## config.mk

```make
export PLATFORM = sky130hd
export DESIGN_NAME = brf_out
export DESIGN_NICKNAME = d
export VERILOG_FILES = /design/src/hw/rtl/brf_pkg.sv /design/src/hw/rtl/brf_out.sv
export SDC_FILE = /design/constraint.sdc
export NUM_CORES = 1
export LEC_CHECK = 0
export CAP_MARGIN = 15
export CORE_MARGIN = 2
export CORE_UTILIZATION = 52
export CTS_CLUSTER_DIAMETER = 150
export DETAILED_ROUTE_END_ITERATION = 6
export DONT_BUFFER_PORTS = 1
export PLACE_DENSITY = 0.79
export SLEW_MARGIN = 15
export SYNTH_ARGS = -nofsm -noshare
export SYNTH_HDL_FRONTEND = slang
export SYNTH_SLANG_ARGS = --single-unit
```

## constraint.sdc

```tcl
create_clock -name clk_i -period 0.8 [get_ports clk_i]
set_input_delay 0.16 -clock clk_i [delete_from_list [all_inputs] [get_ports clk_i]]
set_output_delay 0.16 -clock clk_i [all_outputs]
set_load 0.05 [all_outputs]
```

## src/hw/rtl/brf_pkg.sv

```systemverilog
package brf_pkg;

  // Fixed field widths of the stream items and the capacity register.
  localparam int COUNT_W      = 11;
  localparam int CAP_W        = 11;
  localparam int BYTE_W       = 8;
  localparam int USED_W       = 11;
  localparam int TDATA_IN_W   = 24;
  localparam int TUSER_IN_W   = 2;
  localparam int TDATA_OUT_W  = 24;
  localparam int TUSER_OUT_W  = 3;

  // Defaults for the top-level parameters.
  localparam int DEPTH_DEF    = 1024;
  localparam int MAX_READ_DEF = 64;

  localparam logic [CAP_W-1:0] CAP_RESET = 11'd1024;

  // Operation codes carried in the input tuser.
  localparam logic OP_WRITE = 1'b0;
  localparam logic OP_READ  = 1'b1;

  typedef enum logic [2:0] {
    KIND_ACCEPT  = 3'd0,
    KIND_NOSPACE = 3'd1,
    KIND_TOOBIG  = 3'd2,
    KIND_DATA    = 3'd3,
    KIND_EMPTY   = 3'd4
  } kind_e;

  typedef enum logic [1:0] {
    ST_IDLE = 2'b01,
    ST_READ = 2'b10
  } state_e;

  // One result handed from the controller to the output stage.
  typedef struct packed {
    logic              load;
    kind_e             kind;
    logic              last;
    logic              bell_reader;
    logic              bell_writer;
    logic [USED_W-1:0] used_after;
    logic              from_mem;
  } res_t;

endpackage

```

## src/hw/rtl/brf_out.sv

```systemverilog
module brf_out (
  input  logic                            clk_i,
  input  logic                            rst_ni,
  input  brf_pkg::res_t                   res_i,
  input  logic [brf_pkg::BYTE_W-1:0]      rd_data_i,
  output logic                            can_load_o,
  output logic                            valid_o,
  input  logic                            ready_i,
  output logic [brf_pkg::TDATA_OUT_W-1:0] tdata_o,
  output logic [brf_pkg::TUSER_OUT_W-1:0] tuser_o,
  output logic                            tlast_o
);

  localparam int PAD_W = brf_pkg::TDATA_OUT_W - brf_pkg::BYTE_W - 2 - brf_pkg::USED_W;

  logic                               valid_q;
  logic [brf_pkg::TDATA_OUT_W-1:0]    tdata_q, tdata_d;
  brf_pkg::kind_e                     kind_q;
  logic                               last_q;
  logic [brf_pkg::BYTE_W-1:0]         byte_d;

  assign can_load_o = !valid_q || ready_i;

  always_comb begin
    byte_d  = res_i.from_mem ? rd_data_i : '0;
    tdata_d = {{PAD_W{1'b0}}, res_i.used_after, res_i.bell_writer, res_i.bell_reader, byte_d};
  end

  always_ff @(posedge clk_i or negedge rst_ni) begin
    if (!rst_ni) begin
      valid_q <= 1'b0;
    end else if (res_i.load) begin
      valid_q <= 1'b1;
    end else if (ready_i) begin
      valid_q <= 1'b0;
    end
  end

  always_ff @(posedge clk_i) begin
    if (res_i.load) begin
      tdata_q <= tdata_d;
      kind_q  <= res_i.kind;
      last_q  <= res_i.last;
    end
  end

  assign valid_o = valid_q;
  assign tdata_o = tdata_q;
  assign tuser_o = kind_q;
  assign tlast_o = last_q;

endmodule

```

==> out/metrics.cfg, run 1 <==
[run_status]
outcome = aborted with a tool error
haltStage = clock tree synthesis (4_1_cts)
toolErrorMsg = [ERROR DPL-0038] Utilization greater than 100%, impossible to legalize

[clock_tree]
cts_sinks = 26
cts_made_buffers = 3
post-cts-setup-buffers = 0
root_buffer = clkbuf_4
cts_buffer_depth = 2
post_cts_resized = 1
cts_hold_buf = 18
h-tree-depth = 1

[floorplan]
io_pins = 60
start_util = 0.566
die_h_um = 45.0
std_cell_rows = 14
fp.dieW_um = 45.0

[place]
io_buffers = 0
post-dp-hpwl_um = 1280
place.gp.congestion = 0.706

[synthesis]
synth_area_leaders = edfxtp_1 (86%), and2_1 (5.7%), dfrtp_1 (2.9%), buf_4 (2.6%), nand2b_4 (1.6%)
synth_common_cells = edfxtp_1 (25), and2_1 (8), buf_4 (3)
synthCells = 40
postSynthAreaPerCell_um2 = 21.8
async_flop_share = 0.0385
synth.most_common_cell = edfxtp_1
syn_area_um2 = 872
ys_ff_latch = 26
ys.flop_type = edfxtp_1
ys_warn_count = 0
synth.distinct_cells = 7
synth_edf_count = 25
synth_top_area_share = 0.861
ys_seq_area_frac = 0.890
yosysTopAreaCell = edfxtp_1

-- stage by stage --
| stage | setup slack [ns] | instance area, µm² | util | cells |
|---|---|---|---|---|
| after floorplan | -0.103 | 881 | - | 42 |
| after global placement | 0.0385 | 1390 | 0.899 | 81 |
| after detailed placement | 0.0203 | 1390 | 0.899 | 81 |
-- logic make-up after synthesis --
kind of cell / count (synthesis) / share of synthesized area
AND/OR/NAND/NOR: 10 / 0.0803
buffers and inverters: 3 / 0.0258
other: 1 / 0.00430
flip-flops: 26 / 0.890
==> inputs of run 2 (changes only) <==
--- a/config.mk
+++ b/config.mk
@@ -6,12 +6,11 @@
 export NUM_CORES = 1
 export LEC_CHECK = 0
 export CAP_MARGIN = 15
-export CORE_MARGIN = 2
-export CORE_UTILIZATION = 52
-export CTS_CLUSTER_DIAMETER = 150
+export CORE_AREA = 2 2 63 65
 export DETAILED_ROUTE_END_ITERATION = 6
+export DIE_AREA = 0 0 65 67
 export DONT_BUFFER_PORTS = 1
-export PLACE_DENSITY = 0.79
+export PLACE_DENSITY_LB_ADDON = 0.15
 export SLEW_MARGIN = 15
 export SYNTH_ARGS = -nofsm -noshare
 export SYNTH_HDL_FRONTEND = slang
==> constraint.sdc (replaced) <==
create_clock -name clk_i -period 1 [get_ports clk_i]
set_input_delay 0.2 -clock clk_i [delete_from_list [all_inputs] [get_ports clk_i]]
set_output_delay 0.2 -clock clk_i [all_outputs]
set_load 0.05 [all_outputs]
==> run 2 against run 1 <==
The flow now finishes, with violations (setup timing); area after synthesis stayed put; synthesized cell count stayed put.
==> out/metrics.cfg, run 2 <==
[worst_setup_path]
timing.rr.end = valid_o
start_kind = flop
path_max_fanout = 2
cp-endpoint = can_load_o
required_ns = 0.80
end_kind = output port
cpPeakStageDelay_ns = 0.44
r2r_slack_ns = 0.21
cp_slowest_cell = dfrtp_2
r2r_start = valid_o
crit_cells = 1
crit_arrival_ns = 0.87
cp_cell_sequence = nand2b_4
critPathKind = reg2out
reg2reg_depth = 2
crit_family = flip-flops
cp-startpoint = valid_o
cp_num_buf_inv = 0

[floorplan]
start_util = 0.242  ; -0.324
core_area_um2 = 3610
fp.dieW_um = 65  ; +45%
die_h_um = 67  ; +49%
die-area_um2 = 4360
std_cell_rows = 22  ; +8
io_pins = 60  ; unchanged

[drt]
wl_per_cell_um = 13.7
first_iter_violations = 7
ant_nets = 0
vias = 434
finalWirelength_um = 1620
remaining_drc_errors = 0
via_per_inst = 3.68
drt_first_pass_iters = 3

[grt]
antenna_found_initial = 0
grt_overflow = 0
grt_pass1_wl_um = 2260
grtUsageTotal = 0.0730
grt_pass1_vias = 458
grt_max_degree = 27

[place]
place_ws_ns = 0.202  ; +0.182 ns
dp.cells = 113  ; +40%
io_buffers = 0  ; unchanged
place.gp.congestion = 0.660  ; -6.6%

[synthesis]
synth_area_leaders = edfxtp_1 (86%), and2_1 (5.7%), dfrtp_1 (2.9%), buf_4 (2.6%), nand2b_4 (1.6%)
ys_warn_count = 0  ; unchanged
ys_seq_area_frac = 0.890  ; unchanged
synth_edf_count = 25  ; unchanged
postSynthAreaPerCell_um2 = 21.8  ; unchanged
yosysTopAreaCell = edfxtp_1
ys_ff_latch = 26  ; unchanged
synth_common_cells = edfxtp_1 (25), and2_1 (8), buf_4 (3)
ys.flop_type = edfxtp_1
syn_area_um2 = 872  ; unchanged
synth_top_area_share = 0.861  ; unchanged
synthCells = 40  ; unchanged
async_flop_share = 0.0385  ; unchanged
synth.distinct_cells = 7  ; unchanged
synth.most_common_cell = edfxtp_1

[power]
p_total_mw = 2.51
leakage_nw = 0.486
internal_power_mw = 1.81
peakVddDrop_mv = 0.575
clkPwrFrac = 0.256
p_per_area_nw_per_um2 = 1960
comb_power_share = 0.214
seqPwrFrac = 0.530
switchingPower_uw = 696
p_sw_frac = 0.278

[sta]
finalMaxSlewViolations = 0
final.period_utilization = 1.07
rsz0062_at_grt = yes
period_minus_slack_ns = 1.07
clock.fmax_mhz = 936
finalHoldViolCount = 0
skew_ns = 0
finalWorstSetupSlack_ns = -0.0680
whs_ns = 0.0284
finalSetupViolCount = 24

[layout]
fin_nets = 101
final_common_cell = buf_6
antennaDiodeCount = 0
largest_reg_flops = 21
areaGrowthSynthToFinish_pct = 46.3
stdcell_count = 118
final_cell_mix = buf_6 (26), edfxtp_1 (25), and2_1 (8)
fillers = 356
layout-drive-gt1-share = 0.457

[clock_tree]
cts_sinks = 26  ; unchanged
cts_made_buffers = 3  ; unchanged
cts_buffer_depth = 2  ; unchanged
path_clk_slew_ns = 0.08
h-tree-depth = 1  ; unchanged
root_buffer = clkbuf_8
cts_tree = built
clock_latency_ns = 0.26
post-cts-setup-buffers = 0  ; unchanged

[run_status]
outcome = complete, but fails checks
violations = setup timing

[flow_run]
maxCapViolations = 0

[worst_hold_path]
min_path_type = in2reg

## run 2: cell counts after synthesis
Identical to the previous run, type by type.
## run 2: worst min path at each step
stage | start | end | slack [ns] | cells after the start
floorplan | rst_ni | valid_o | -0.1 | 0
global route | res_i[11] | tdata_o[20] | 0.01 | 0
finish | res_i[2] | tdata_o[11] | 0.03 | 0
detailed placement | rst_ni | valid_o | -0.1 | 0
CTS | res_i[10] | tdata_o[19] | 0.02 | 0
global placement | rst_ni | valid_o | -0.1 | 0
## run 2: cell type report
cell class              instances  area (µm²)  share of cell area
clock buffers                   4        55.1              0.0431
flip-flops and latches         26         777               0.609
well taps                      48        60.1              0.0471
repair buffers                 27         303               0.237
multi-input cells              13        81.3              0.0637
## run 2: cells by family after synthesis
logic type / after synthesis / synth area share
buf+inv: 3 / 0.0258
other cells: 1 / 0.00430
simple gates: 10 / 0.0803
flops: 26 / 0.890
## run 2: repair_timing
item                       CTS  global route
setup endpoints to repair   27            27
pin swaps                    0             0
hold endpoints to repair     1             0
gates resized for setup     26             0
hold buffers                 1             0
## run 2: per-stage QoR
step	utilization	TNS, ns	area, µm²
6_report	0.354	-0.353	1280
5_1_grt	0.354	-1.33	1280
4_1_cts	0.354	-0.703	1280
3_5_place_dp	0.309	0	1110
3_3_place_gp	0.309	0	1110
2_1_floorplan	-	0	881
## run 2: per-layer routing
layer / vias to the layer above / track usage / wire [µm]
met4: 0 / 0.0559 / 27
met2: 34 / 0.138 / 880
met3: 2 / 0.0439 / 260
li1: 197 / - / -
met1: 201 / 0.0501 / 448
met5: - / 0 / 0
## run 2: power groups by stage
stage	sequential, mW	combinational (mW)	clock, mW
floorplan	1.64	0.0610	0
global placement	1.34	0.488	0
detailed placement	1.34	0.487	0
CTS	1.33	0.541	0.672
global route	1.34	0.550	0.720
finish	1.33	0.537	0.641
Note: power is estimated with default switching activity, not from simulation.
==> inputs of run 3 (changes only) <==
--- a/config.mk
+++ b/config.mk
@@ -10,6 +10,7 @@
 export DETAILED_ROUTE_END_ITERATION = 6
 export DIE_AREA = 0 0 65 67
 export DONT_BUFFER_PORTS = 1
+export HOLD_SLACK_MARGIN = 0.06
 export PLACE_DENSITY_LB_ADDON = 0.15
 export SLEW_MARGIN = 15
 export SYNTH_ARGS = -nofsm -noshare
==> run 3 against run 2 <==
The flow still finishes with violations (setup timing); hold slack gained 0.016 ns; largest power group unchanged; sequential share of layout area shrank 7.2 points; critical path depth is the same; highest routed layer unchanged; first-iteration DRC count is the same; wire length grew 4.7%; total power grew 2.3%; sequential power is essentially flat; clock power grew 0.6%.
==> out/metrics.cfg, run 3 (synthesis gave the netlist of run 2 again) <==
[worst_setup_path]
cp_slowest_cell = dfrtp_2
path_max_fanout = 2  ; unchanged
crit_arrival_ns = 0.87  ; about the same
crit_family = flip-flops
r2r_start = valid_o
cp_cell_sequence = nand2b_4
start_kind = flop
end_kind = output port
required_ns = 0.80  ; about the same
cp-startpoint = valid_o
cpPeakStageDelay_ns = 0.44  ; about the same
critPathKind = reg2out
cp_num_buf_inv = 0  ; unchanged

[drt]
drt_first_pass_iters = 2  ; -1
wl_per_cell_um = 12.5  ; -8.5%
vias = 494  ; +14%
ant_nets = 0  ; unchanged
via_per_inst = 3.66  ; -0.51%
finalWirelength_um = 1690  ; +4.7%
remaining_drc_errors = 0  ; unchanged
first_iter_violations = 7  ; unchanged

[sta]
finalHoldViolCount = 0  ; unchanged
finalMaxSlewViolations = 0  ; unchanged
finalSetupViolCount = 27  ; +13%
clock.fmax_mhz = 937  ; about the same
finalWorstSetupSlack_ns = -0.0676  ; +0.000408 ns
rsz0062_at_grt = yes
final.period_utilization = 1.07  ; about the same
skew_ns = 0  ; unchanged
period_minus_slack_ns = 1.07  ; -0.000408 ns
setup_tns_ns = -0.368  ; -0.0155 ns

[clock_tree]
root_buffer = clkbuf_8
cts_buffer_depth = 2  ; unchanged
clock_latency_ns = 0.26  ; about the same
post-cts-setup-buffers = 0  ; unchanged
cts_hold_buf = 18  ; +17
path_clk_slew_ns = 0.08  ; about the same
cts_tree = built
cts_sinks = 26  ; unchanged
h-tree-depth = 1  ; unchanged
cts_made_buffers = 3  ; unchanged

[power]
peakVddDrop_mv = 0.586  ; +1.9%
clkPwrFrac = 0.252  ; -0.004
seqPwrFrac = 0.518  ; -0.012
switchingPower_uw = 710  ; +2.1%
p_sw_frac = 0.277  ; -0.000577
internal_power_mw = 1.85  ; +2.4%
comb_power_share = 0.231  ; +0.017
leakage_nw = 0.557  ; +15%
p_per_area_nw_per_um2 = 1770  ; -9.7%

[layout]
largest_reg_flops = 21  ; unchanged
multiInputGateArea_um2 = 81.3  ; unchanged
final_common_cell = buf_6
areaGrowthSynthToFinish_pct = 65.9
final_cell_mix = buf_6 (26), edfxtp_1 (25), dlygate4sd3_1 (18)
fillers = 350  ; -1.7%
layout-drive-gt1-share = 0.368  ; -0.0893
regArea_um2 = 777  ; unchanged
final_core_util = 0.401  ; +0.0472
antennaDiodeCount = 0  ; unchanged
fin_nets = 118  ; +17%
fin_area_um2 = 1450  ; +13%

[grt]
grt_overflow = 0  ; unchanged
grt_pass1_wl_um = 2380  ; +5.5%
grtUsageTotal = 0.0766  ; +0.00369
grt_pass1_vias = 503  ; +9.8%
antenna_found_initial = 0  ; unchanged
grt_max_degree = 27  ; unchanged

[worst_hold_path]
min_path_type = in2reg
min_from = res_i[18]

[floorplan]
die-area_um2 = 4360  ; unchanged
fp.dieW_um = 65  ; unchanged
std_cell_rows = 22  ; unchanged
core_area_um2 = 3610  ; unchanged
die_h_um = 67  ; unchanged
io_pins = 60  ; unchanged
start_util = 0.242  ; unchanged

[place]
io_buffers = 0  ; unchanged
place_area_um2 = 1110  ; unchanged
place.gp.congestion = 0.660  ; unchanged

[run_status]
violations = setup timing
outcome = complete, but fails checks

[flow_run]
maxCapViolations = 0  ; unchanged

[run 3: power groups by stage]
| stage | logic, mW | clock network, mW | registers, mW |
|---|---|---|---|
| floorplan | 0.0610 | 0 | 1.64 |
| global placement | 0.488 | 0 | 1.34 |
| detailed placement | 0.487 | 0 | 1.34 |
| CTS | 0.595 | 0.672 | 1.33 |
| global route | 0.608 | 0.723 | 1.33 |
| finish | 0.591 | 0.645 | 1.33 |
[run 3: per-stage QoR]
step           hold slack [ns]  std cells  total power [mW]  setup slack, ns
2_1_floorplan          -0.0956         42              1.70           0.0909
3_3_place_gp           -0.0956        113              1.82            0.207
3_5_place_dp           -0.0956        113              1.82            0.202
4_1_cts                 0.0372        135              2.60          -0.0760
5_1_grt                 0.0271        135              2.67          -0.0965
6_report                0.0442        135              2.56          -0.0676
[run 3: cell type report]
cell class              count  area share
clock buffers               4      0.0381
multi-input cells          13      0.0562
flip-flops and latches     26       0.537
well taps                  48      0.0415
repair buffers             44       0.327
[run 3: final timing paths]
check / endpoint / slack (ns) / cells after the start
hold / removal: tdata_o[4] / 0.04 / 0
setup / recovery: can_load_o / -0.07 / 1
setup reg to reg: valid_o / 0.21 / 2
min in group asynchronous: valid_o / 0.14 / 1
hold reg to reg: valid_o / 0.66 / 2
max in group asynchronous: valid_o / 0.75 / 1
[run 3: layer usage]
layer	global-route usage	wire length (µm)	up-vias
met2	0.140	888	34
li1	-	-	231
met1	0.0704	599	227
met4	0.0559	27	0
met3	0.0253	176	2
met5	0	0	-
[run 3: what timing repair did]
item,in CTS,in global routing
hold endpoints to repair,44,26
setup endpoints to repair,27,27
gates resized for setup,26,0
