### src/hw/rtl/brf_pkg.sv
package brf_pkg;

  // Fixed field widths of the stream items and the capacity register.
  localparam int COUNT_W      = 11;
  localparam int CAP_W        = 11;
  localparam int BYTE_W       = 8;
  localparam int USED_W       = 11;
  localparam int TDATA_IN_W   = 24;
  localparam int TUSER_IN_W   = 2;
  localparam int TDATA_OUT_W  = 24;
  localparam int TUSER_OUT_W  = 3;

  // Defaults for the top-level parameters.
  localparam int DEPTH_DEF    = 1024;
  localparam int MAX_READ_DEF = 64;

  localparam logic [CAP_W-1:0] CAP_RESET = 11'd1024;

  // Operation codes carried in the input tuser.
  localparam logic OP_WRITE = 1'b0;
  localparam logic OP_READ  = 1'b1;

  typedef enum logic [2:0] {
    KIND_ACCEPT  = 3'd0,
    KIND_NOSPACE = 3'd1,
    KIND_TOOBIG  = 3'd2,
    KIND_DATA    = 3'd3,
    KIND_EMPTY   = 3'd4
  } kind_e;

  typedef enum logic [1:0] {
    ST_IDLE = 2'b01,
    ST_READ = 2'b10
  } state_e;

  // One result handed from the controller to the output stage.
  typedef struct packed {
    logic              load;
    kind_e             kind;
    logic              last;
    logic              bell_reader;
    logic              bell_writer;
    logic [USED_W-1:0] used_after;
    logic              from_mem;
  } res_t;

endpackage

### src/hw/rtl/brf_ctrl.sv
module brf_ctrl #(
  parameter int DEPTH    = brf_pkg::DEPTH_DEF,
  parameter int MAX_READ = brf_pkg::MAX_READ_DEF
) (
  input  logic                        clk_i,
  input  logic                        rst_ni,
  input  logic                        in_valid_i,
  output logic                        in_ready_o,
  input  logic                        op_i,
  input  logic [brf_pkg::COUNT_W-1:0] count_i,
  input  logic                        first_i,
  input  logic [brf_pkg::BYTE_W-1:0]  wbyte_i,
  input  logic                        cfg_valid_i,
  output logic                        cfg_ready_o,
  input  logic [brf_pkg::CAP_W-1:0]   cfg_data_i,
  input  logic                        can_load_i,
  output logic                        mem_wr_en_o,
  output logic [$clog2(DEPTH)-1:0]    mem_wr_addr_o,
  output logic [brf_pkg::BYTE_W-1:0]  mem_wr_data_o,
  output logic                        mem_rd_en_o,
  output logic [$clog2(DEPTH)-1:0]    mem_rd_addr_o,
  output brf_pkg::res_t               res_o
);

  localparam int AW = $clog2(DEPTH);
  localparam int CW = $clog2(DEPTH + 1);
  localparam int NW = (CW > brf_pkg::COUNT_W) ? CW : brf_pkg::COUNT_W;
  localparam int RW = $clog2(MAX_READ + 1);
  localparam logic [NW-1:0] DEPTH_N    = NW'(DEPTH);
  localparam logic [NW-1:0] MAX_READ_N = NW'(MAX_READ);
  localparam logic [NW-1:0] ONE_N      = NW'(1);

  brf_pkg::state_e             state_q, state_d;
  logic [brf_pkg::CAP_W-1:0]   cap_q, cap_d;
  logic [AW-1:0]               wp_q, wp_d, rp_q, rp_d;
  logic [CW-1:0]               used_q, used_d;
  logic                        wws_q, wws_d, rwd_q, rwd_d;
  logic [brf_pkg::COUNT_W-1:0] left_q, left_d;
  logic                        drop_q, drop_d;
  logic [RW-1:0]               rd_left_q, rd_left_d;
  logic                        pend_q, pend_d;
  logic                        pend_last_q, pend_last_d;
  logic                        pend_bw_q, pend_bw_d;
  logic [NW-1:0]               pend_used_q, pend_used_d;

  logic          in_accept, cfg_accept, issue;
  logic [NW-1:0] cap_n, cap_eff, used_n, wp_n, rp_n, count_n, free_n;
  logic [NW-1:0] wp_inc, rp_inc, wp_next, rp_next, left_dec;
  logic [NW-1:0] want, chunk, chunk_cap, n_rd, used_after;
  logic          store_ok;

  assign cfg_ready_o = (state_q == brf_pkg::ST_IDLE) && !pend_q;
  assign cfg_accept  = cfg_valid_i && cfg_ready_o;
  assign in_ready_o  = (state_q == brf_pkg::ST_IDLE) && !pend_q && can_load_i && !cfg_valid_i;
  assign in_accept   = in_valid_i && in_ready_o;

  always_comb begin
    cap_n   = NW'(cap_q);
    cap_eff = (cap_n == '0) ? ONE_N : ((cap_n > DEPTH_N) ? DEPTH_N : cap_n);
    used_n  = NW'(used_q);
    wp_n    = NW'(wp_q);
    rp_n    = NW'(rp_q);
    count_n = NW'(count_i);
    free_n  = cap_eff - used_n;
    wp_inc  = wp_n + ONE_N;
    rp_inc  = rp_n + ONE_N;
    wp_next = (wp_inc >= cap_eff) ? '0 : wp_inc;
    rp_next = (rp_inc >= cap_eff) ? '0 : rp_inc;
    left_dec = NW'(left_q) - ONE_N;
    store_ok = used_n < cap_eff;
    want     = (count_n > MAX_READ_N) ? MAX_READ_N : count_n;
    chunk_cap = (cap_eff > rp_n) ? (cap_eff - rp_n) : ONE_N;
    chunk    = (rp_n < wp_n) ? used_n : chunk_cap;
    chunk    = (chunk > used_n) ? used_n : chunk;
    n_rd     = (want < chunk) ? want : chunk;
    issue    = (state_q == brf_pkg::ST_READ) && (rd_left_q != '0) && (!pend_q || can_load_i);
  end

  always_comb begin
    state_d     = state_q;
    cap_d       = cap_q;
    wp_d        = wp_q;
    rp_d        = rp_q;
    used_d      = used_q;
    wws_d       = wws_q;
    rwd_d       = rwd_q;
    left_d      = left_q;
    drop_d      = drop_q;
    rd_left_d   = rd_left_q;
    pend_d      = pend_q;
    pend_last_d = pend_last_q;
    pend_bw_d   = pend_bw_q;
    pend_used_d = pend_used_q;
    used_after  = used_n;

    mem_wr_en_o   = 1'b0;
    mem_wr_addr_o = wp_q;
    mem_wr_data_o = wbyte_i;
    mem_rd_en_o   = 1'b0;
    mem_rd_addr_o = rp_q;

    res_o             = '0;
    res_o.kind        = brf_pkg::KIND_ACCEPT;
    res_o.last        = 1'b1;

    // A returned byte leaves for the output stage as soon as it has room.
    if (pend_q && can_load_i) begin
      res_o.load        = 1'b1;
      res_o.kind        = brf_pkg::KIND_DATA;
      res_o.last        = pend_last_q;
      res_o.bell_writer = pend_bw_q;
      res_o.used_after  = pend_used_q[brf_pkg::USED_W-1:0];
      res_o.from_mem    = 1'b1;
      pend_d            = 1'b0;
    end

    if (cfg_accept) begin
      cap_d     = cfg_data_i;
      wp_d      = '0;
      rp_d      = '0;
      used_d    = '0;
      wws_d     = 1'b0;
      rwd_d     = 1'b0;
      left_d    = '0;
      drop_d    = 1'b0;
      rd_left_d = '0;
      pend_d    = 1'b0;
      state_d   = brf_pkg::ST_IDLE;
    end else begin
      case (state_q)
        brf_pkg::ST_IDLE: begin
          if (in_accept && op_i == brf_pkg::OP_WRITE) begin
            if (first_i) begin
              left_d = '0;
              drop_d = 1'b0;
              if (count_n > cap_eff) begin
                left_d     = count_i - brf_pkg::COUNT_W'(1);
                drop_d     = (count_i != brf_pkg::COUNT_W'(1));
                res_o.load = 1'b1;
                res_o.kind = brf_pkg::KIND_TOOBIG;
              end else if (count_n > free_n) begin
                wws_d      = 1'b1;
                left_d     = count_i - brf_pkg::COUNT_W'(1);
                drop_d     = (count_i != brf_pkg::COUNT_W'(1));
                res_o.load = 1'b1;
                res_o.kind = brf_pkg::KIND_NOSPACE;
              end else begin
                wws_d      = 1'b0;
                res_o.load = 1'b1;
                if (count_i == '0) begin
                  res_o.bell_reader = rwd_q;
                end else begin
                  left_d            = count_i - brf_pkg::COUNT_W'(1);
                  res_o.bell_reader = (count_i == brf_pkg::COUNT_W'(1)) && rwd_q;
                  if (store_ok) begin
                    mem_wr_en_o = 1'b1;
                    wp_d        = AW'(wp_next);
                    used_d      = CW'(used_n + ONE_N);
                    used_after  = used_n + ONE_N;
                  end
                end
              end
            end else if (left_q == '0) begin
              // Stray byte outside any packet.
              drop_d = 1'b0;
            end else begin
              left_d = left_dec[brf_pkg::COUNT_W-1:0];
              if (drop_q) begin
                if (left_dec == '0) begin
                  drop_d = 1'b0;
                end
              end else begin
                res_o.load        = 1'b1;
                res_o.bell_reader = (left_dec == '0) && rwd_q;
                if (store_ok) begin
                  mem_wr_en_o = 1'b1;
                  wp_d        = AW'(wp_next);
                  used_d      = CW'(used_n + ONE_N);
                  used_after  = used_n + ONE_N;
                end
              end
            end
            res_o.used_after = used_after[brf_pkg::USED_W-1:0];
          end else if (in_accept) begin
            res_o.used_after = used_n[brf_pkg::USED_W-1:0];
            if (want == '0) begin
              res_o.load = 1'b1;
              res_o.kind = brf_pkg::KIND_EMPTY;
            end else if (used_n == '0) begin
              rwd_d      = 1'b1;
              res_o.load = 1'b1;
              res_o.kind = brf_pkg::KIND_EMPTY;
            end else begin
              rwd_d     = 1'b0;
              rd_left_d = RW'(n_rd);
              state_d   = brf_pkg::ST_READ;
            end
          end
        end
        brf_pkg::ST_READ: begin
          if (issue) begin
            mem_rd_en_o = 1'b1;
            rp_d        = AW'(rp_next);
            used_d      = CW'(used_n - ONE_N);
            pend_d      = 1'b1;
            pend_last_d = (rd_left_q == RW'(1));
            pend_bw_d   = (rd_left_q == RW'(1)) && wws_q;
            pend_used_d = used_n - ONE_N;
            rd_left_d   = rd_left_q - RW'(1);
            if (rd_left_q == RW'(1)) begin
              state_d = brf_pkg::ST_IDLE;
            end
          end
        end
        default: begin
          state_d = brf_pkg::ST_IDLE;
        end
      endcase
    end
  end

  always_ff @(posedge clk_i or negedge rst_ni) begin
    if (!rst_ni) begin
      state_q   <= brf_pkg::ST_IDLE;
      cap_q     <= brf_pkg::CAP_RESET;
      wp_q      <= '0;
      rp_q      <= '0;
      used_q    <= '0;
      wws_q     <= 1'b0;
      rwd_q     <= 1'b0;
      left_q    <= '0;
      drop_q    <= 1'b0;
      rd_left_q <= '0;
      pend_q    <= 1'b0;
    end else begin
      state_q   <= state_d;
      cap_q     <= cap_d;
      wp_q      <= wp_d;
      rp_q      <= rp_d;
      used_q    <= used_d;
      wws_q     <= wws_d;
      rwd_q     <= rwd_d;
      left_q    <= left_d;
      drop_q    <= drop_d;
      rd_left_q <= rd_left_d;
      pend_q    <= pend_d;
    end
  end

  always_ff @(posedge clk_i) begin
    pend_last_q <= pend_last_d;
    pend_bw_q   <= pend_bw_d;
    pend_used_q <= pend_used_d;
  end

endmodule

### config.mk
export PLATFORM = sky130hd
export DESIGN_NAME = brf_ctrl
export DESIGN_NICKNAME = d
export VERILOG_FILES = /design/src/hw/rtl/brf_pkg.sv /design/src/hw/rtl/brf_ctrl.sv
export SDC_FILE = /design/constraint.sdc
export NUM_CORES = 1
export LEC_CHECK = 0
export BUFFER_PORTS_ARGS = -buffer_cell sky130_fd_sc_hd__buf_2
export CAP_MARGIN = 40
export CORE_MARGIN = 2
export CORE_UTILIZATION = 49
export CTS_CLUSTER_DIAMETER = 30
export DETAILED_ROUTE_END_ITERATION = 16
export GPL_TIMING_DRIVEN = 0
export PLACE_DENSITY = 0.68
export SLEW_MARGIN = 25
export SYNTH_ARGS = -nofsm -noshare
export SYNTH_HDL_FRONTEND = slang
export SYNTH_SLANG_ARGS = --single-unit
### constraint.sdc
create_clock -name clk_i -period 7.45 [get_ports clk_i]
set_input_delay 1.49 -clock clk_i [delete_from_list [all_inputs] [get_ports clk_i]]
set_output_delay 1.49 -clock clk_i [all_outputs]
set_load 0.01 [all_outputs]
==> results of run 1 <==
[per-layer routing]
metal  up-vias  wire [um]  track usage, %
li1       3951          -               -
met1      3850      11190           37.19
met5         -          0               0
met2       307      11440           45.09
met4         0        721           11.34
met3        45       1354           2.628
[Yosys cell counts (all sizes together), types with 4 or more instances]
library cell and instances:
a211o 4, a211oi 11, a21boi 5, a21o 23, a21oi 56, a221oi 4
a22o 13, a22oi 8, a31oi 4, a32o 4, and2 13, and3 15
buf 12, clkbuf 36, dfrtp 64, edfxtp 13, ha 111, inv 68
mux2 8, nand2 134, nand2b 26, nand3 38, nand3b 5, nand4 19
nand4b 6, nor2 48, nor2b 12, nor3 25, nor4 14, o211ai 8
o21ai 69, o21bai 7, o31ai 7, o41ai 6, or2 5, or3 10
or4 5, xnor2 47, xor2 15
[timing repair]
action | in CTS | in global routing
resized for setup | 4 | 11
pin swaps | 1 | 1
setup buffers | 1 | 8
setup endpoints to repair | 13 | 19
[cells in the final DEF, fill, tap and decap left out, types with 26 or more instances in the layout]
master / Yosys / routed
nand3_1: 38 / 38
buf_2: 2 / 80
inv_1: 68 / 68
nand2b_1: 26 / 26
dfrtp_1: 64 / 64
nand2_1: 133 / 131
ha_1: 111 / 111
xnor2_1: 47 / 47
nor2_1: 48 / 47
o21ai_0: 65 / 65
clkbuf_1: 36 / 34
a21oi_1: 56 / 55
[stage by stage]
stage / TNS [ns] / cell area, um2 / instances / utilization [%] / worst slack (ns)
after CTS: 0 / 9415 / 1350 / 56.38 / 0.03335
after global placement: -0.2436 / 9086 / 1333 / 54.41 / -0.1232
after detailed placement: -0.3468 / 9116 / 1334 / 54.58 / -0.1275
after floorplan: 0 / 8416 / 1034 / - / 1.165
final: 0 / 9527 / 1359 / 57.04 / 0.4301
after global routing: 0 / 9524 / 1358 / 57.03 / 0.04205
[final cells by class]
| type | count | share of cell area [%] |
|---|---|---|
| tap | 220 | 2.889 |
| clock buffer | 9 | 2.364 |
| buffer | 47 | 2.364 |
| timing repair buffer | 89 | 5.306 |
| multi-input combinational | 837 | 62.25 |
| inverter | 70 | 2.758 |
| sequential | 79 | 21.46 |
| clock inverter | 7 | 0.5779 |
| antenna | 1 | 0.02627 |
[final timing paths]
check / startpoint / end / slack (ns) / cells after the start
hold reg to reg: drop_q / drop_q / 0.51 / 1
setup / recovery: cap_n[10] / res_o[11] / 0.43 / 23
max in group asynchronous: rst_ni / state_q[0] / 5.80 / 2
hold / removal: drop_q / drop_q / 0.51 / 1
setup reg to reg: cap_n[10] / rd_left_q[3] / 0.48 / 28
min in group asynchronous: rst_ni / cap_n[9] / 1.04 / 1
[power breakdown]
group / internal [W] / switching (W) / total, W
Sequential: 0.000592 / 0.000138 / 0.000730
Clock: 0.000231 / 0.000205 / 0.000436
Combinational: 0.00139 / 0.00196 / 0.00335
[flip-flops by register name (all words and copies together), names as in the netlist, 2 cells and up]
register / cells
rd_left_q: 7
mem_wr_addr_o: 10
cap_n: 11
state_q: 2
mem_rd_addr_o: 10
used_n: 11
left_q: 11
pend_used_q: 11
[kinds of logic after synthesis]
group                      share of synthesized area (%)
muxes                                              1.519
buffers and inverters                              5.836
DFF                                                24.33
AOI/OAI and AO/OA                                  21.23
other                                            0.04462
adders and majority gates                          17.00
and+or+nand+nor                                    23.58
xor gates and xnor gates                           6.461
[critical path, delay by kind of cell (launching register included)]
family,cells,cell delay [ns]
and+or+nand+nor,5,0.97
buffers and inverters,5,0.80
DFF,1,0.56
xor gates and xnor gates,2,0.34
adders and majority gates,2,0.73
AOI/OAI and AO/OA,9,1.77
==> results_dict.tcl, run 1 <==
set metrics [dict create \
    status "finished clean" \
    skew_ns 0.01050 \
    ys.flop_type "dfrtp_1" \
    antenna_found_initial 1 \
    postCtsHoldBufs 0 \
    setup_viol 0 \
    ys_seq_elements 79 \
    clk-insertion-delay-late_ns 0.36 \
    relSlewSlack_pct 47.79 \
    worst_pin_slew_ns 0.7761 \
    vias 8153 \
    crit_path_start_kind "flop" \
    synth.top_cell.area_share_pct 19.06 \
    report.final.slew_viol_count 0 \
    h-tree-depth 3 \
    slowest_stage "dfstp_2" \
    viasPerCell 5.999 \
    grt_usage_pct 27.46 \
    area_growth_pct 13.35 \
    maxCapViolCount 0 \
    routed_wl_um 24710 \
    yosysUniqueCellTypes 81 \
    wl_per_cell_um 18.18 \
    grt_max_degree 42 \
    numCtsBuffers 9 \
    p_leak_nw 4.343 \
    critPathMaxStageDelay_ns 0.56 \
    cp_cell_sequence "inv_1 -> buf_2 -> nand2_2 -> inv_1 -> fa_1 -> a21o_1 -> a21oi_2 -> nor2_1 -> o31ai_2 -> nand2b_1 -> a21oi_1 -> xor2_1 -> ha_1 -> a21oi_1 -> o21a_1 -> nor4b_4 -> o22ai_2 -> a211oi_2 -> buf_6 -> or3b_1 -> xnor2_1 -> o21ai_1 -> buf_2" \
    grt_pass1_wl_um 39230 \
    register_area_um2 2044 \
    dp_hpwl_um 19450 \
    synth_area_um2 8404 \
    initial_utilization_pct 50.32 \
    chipHeight_um 135.0 \
    core_area_um2 16700 \
    min_path_type "flop to flop" \
    hold_viol_final 0 \
    hold-worst-slack_ns 0.5060 \
    vdd_drop_max_mv 0.2251 \
    clock-sinks 79 \
    gp_congestion 0.9706 \
    drc 0 \
    dr.pass1.iters 5 \
    die_w_um 135.0 \
    p_per_area_nw_per_um2 474.2 \
    drt_iter0_drc 725 \
    min_period_over_period_pct 94.23 \
    crit_required_ns 5.96 \
    avgSynthCellArea_um2 8.152 \
    critPathMaxFanout 11 \
    p_total_w 0.004517 \
    rsz0062_at_grt "no" \
    grt_pass1_vias 7598 \
    drive_gt1_share_pct 13.71 \
    end_kind "output pin" \
    clockRootBuffer "clkbuf_16" \
    synthCells 1031 \
    grt-ovfl-total 0 \
    nets 1283 \
    portBuffers 79 \
    die_area_um2 18220 \
    multi_input_area_um2 5931 \
    num_io_pins 88 \
    fmax_ghz 0.1425 \
    worstPathArrival_ns 5.53 \
    row_count 47 \
    worst-setup-path-type "flop to output pin" \
    ant_nets 0 \
    synthTopCellsByArea "dfrtp_1, ha_1, nand2_1, xnor2_1, edfxtp_1" \
    cts.path.max_buffers 2 \
    yosysWarnings 0 \
    synth_top_area_cell "dfrtp_1" \
    synth_seq_area_share_pct 24.33 \
    fillCellCount 1608 \
    async_flop_share_pct 83.54 \
    period_needed_ns 7.020 \
    synth_edf_count 13 \
    clk_pin_slew_ns 0.07 \
    cts_tree "built" \
]
No activity file was read; power rests on OpenSTA's default activity.
==> run 2: changes to the inputs <==
Settings changed: GPL_TIMING_DRIVEN 0 to 1.
==> run 2 against run 1 <==
Effect of this change: sequential cell count unchanged; maximum frequency down 0.42%; cell count down 3.2%; first-iteration DRC count down 24%; die area unchanged; combinational power down 4%; wire length down 1.6%; setup slack worse by 0.030 ns; sequential share of layout area up 0.40 points; non-clock buffer count down 43.
==> results_dict.tcl, run 2 (synthesis results as in run 1) <==
set metrics [dict create \
    status "finished clean" \
    critPathMaxFanout 15 \
    grt_pass1_wl_um 39310 \
    die_w_um 135.0 \
    rsz0062_at_grt "no" \
    layout_common_cells "nand2_1, ha_1, buf_2, inv_1, o21ai_0" \
    h-tree-depth 3 \
    clk_pin_slew_ns 0.06 \
    period_needed_ns 7.050 \
    worst-setup-path-type "flop to output pin" \
    grt.met3_usage_pct 4.054 \
    vdd_drop_max_mv 0.2036 \
    ant_nets 0 \
    critPathMaxStageDelay_ns 0.61 \
    numCtsBuffers 9 \
    preCtsSetupSlack_ns 0.4111 \
    cp_common_cell "a21oi_1" \
    viasPerCell 6.045 \
    maxCapViolCount 0 \
    min_period_over_period_pct 94.63 \
    chipHeight_um 135.0 \
    dp_hpwl_um 18780 \
    initial_utilization_pct 50.32 \
    grt_usage_pct 27.27 \
    tns_ns 0 \
    p_per_area_nw_per_um2 475.8 \
    core_area_um2 16700 \
    min_path_type "flop to flop" \
    antenna_found_initial 0 \
    critical_path_buf_inv_count 4 \
    grt_use_met1_pct 35.55 \
    crit_required_ns 5.96 \
    row_count 47 \
    worstPathArrival_ns 5.56 \
    drive_gt1_share_pct 12.79 \
    grtUsageMet2_pct 46.31 \
    grt-ovfl-total 0 \
    layout_commonest_cell "nand2_1" \
    fmax_ghz 0.1419 \
    area_growth_pct 11.28 \
    crit_path_start_kind "flop" \
    num_io_pins 88 \
    routed_wl_um 24300 \
    drt_iter0_drc 552 \
    worst_pin_slew_ns 0.8471 \
    diodes 0 \
    placed_area_um2 8981 \
    hold_viol_final 0 \
    vias 7949 \
    cp_cell_sequence "clkinvlp_4 -> nand2_1 -> inv_1 -> fa_1 -> a21o_1 -> a21oi_2 -> nor2_1 -> o31ai_1 -> nand2b_1 -> a21oi_1 -> xor2_1 -> ha_1 -> a21oi_1 -> o21a_1 -> nor4b_2 -> o22ai_1 -> a211oi_4 -> buf_4 -> nand4b_1 -> xnor2_1 -> o21ai_0 -> buf_2" \
    wl_per_cell_um 18.48 \
    dr.pass1.iters 5 \
    die_area_um2 18220 \
    clockRootBuffer "clkbuf_16" \
    timing.final.ws_setup_ns 0.4003 \
    drc 0 \
    clock-sinks 79 \
    grt_max_degree 48 \
    crit_family "compound AO/OA/AOI/OAI gates" \
    clk-insertion-delay-late_ns 0.35 \
    slowest_stage "dfstp_2" \
    grt_pass1_vias 7551 \
    portBuffers 71 \
    skew_ns 0.007264 \
    report.final.slew_viol_count 0 \
    end_kind "output pin" \
    finish.utilization_pct 56.00 \
    relSlewSlack_pct 43.04 \
    postCtsHoldBufs 0 \
    cts.path.max_buffers 2 \
    fin_area_um2 9353 \
    cts_tree "built" \
    nets 1240 \
    setup_viol 0 \
    p_leak_nw 4.263 \
    gp_congestion 0.9352 \
    top_usage_layer "met2" \
]
==> run 2: metrics by stage <==
step	hold WS [ns]	power, W	cells
6_report	0.4943	0.004450	1315
5_1_grt	0.5142	0.004850	1315
4_1_cts	0.4973	0.004365	1311
3_5_place_dp	0.4817	0.003853	1295
3_3_place_gp	0.4849	0.003798	1294
2_1_floorplan	0.4483	0.003093	1034
==> run 2: path summary, 6_finish.rpt <==
check | slack, ns | depth (start not counted) | end | startpoint
max | 0.40 | 22 | res_o[8] | cap_n[10]
min | 0.49 | 1 | drop_q | drop_q
max reg2reg | 0.44 | 26 | rd_left_q[4] | cap_n[10]
min reg2reg | 0.49 | 1 | drop_q | drop_q
max in group asynchronous | 5.74 | 3 | state_q[0] | rst_ni
min in group asynchronous | 1.11 | 2 | mem_wr_addr_o[6] | rst_ni
==> run 2: cell type report <==
class	count	area (um2)
Clock inverter	5	78.83
Multi-Input combinational cell	837	5901
Inverter	70	266.5
Timing Repair Buffer	93	544.3
Tap cell	220	275.3
Clock buffer	11	242.7
Sequential cell	79	2044
Fill cell	1571	7348
==> run 2: timing repair <==
item	4_1_cts	5_1_grt
gates resized for setup	0	4
setup endpoints to repair	0	13
buffers inserted	0	3
==> run 2: power breakdown <==
part           total [W]  internal [W]  switching (W)
Sequential      0.000751      0.000593       0.000158
Clock           0.000490      0.000303       0.000187
Combinational    0.00321       0.00130        0.00191
Total            0.00445       0.00220        0.00225
==> run 2: per-layer routing <==
layer  part of all wire [%]  up-vias
met5                      0        -
met4                    2.5        0
met3                    5.3       51
met2                     48      276
met1                     44     3764
li1                       -     3858
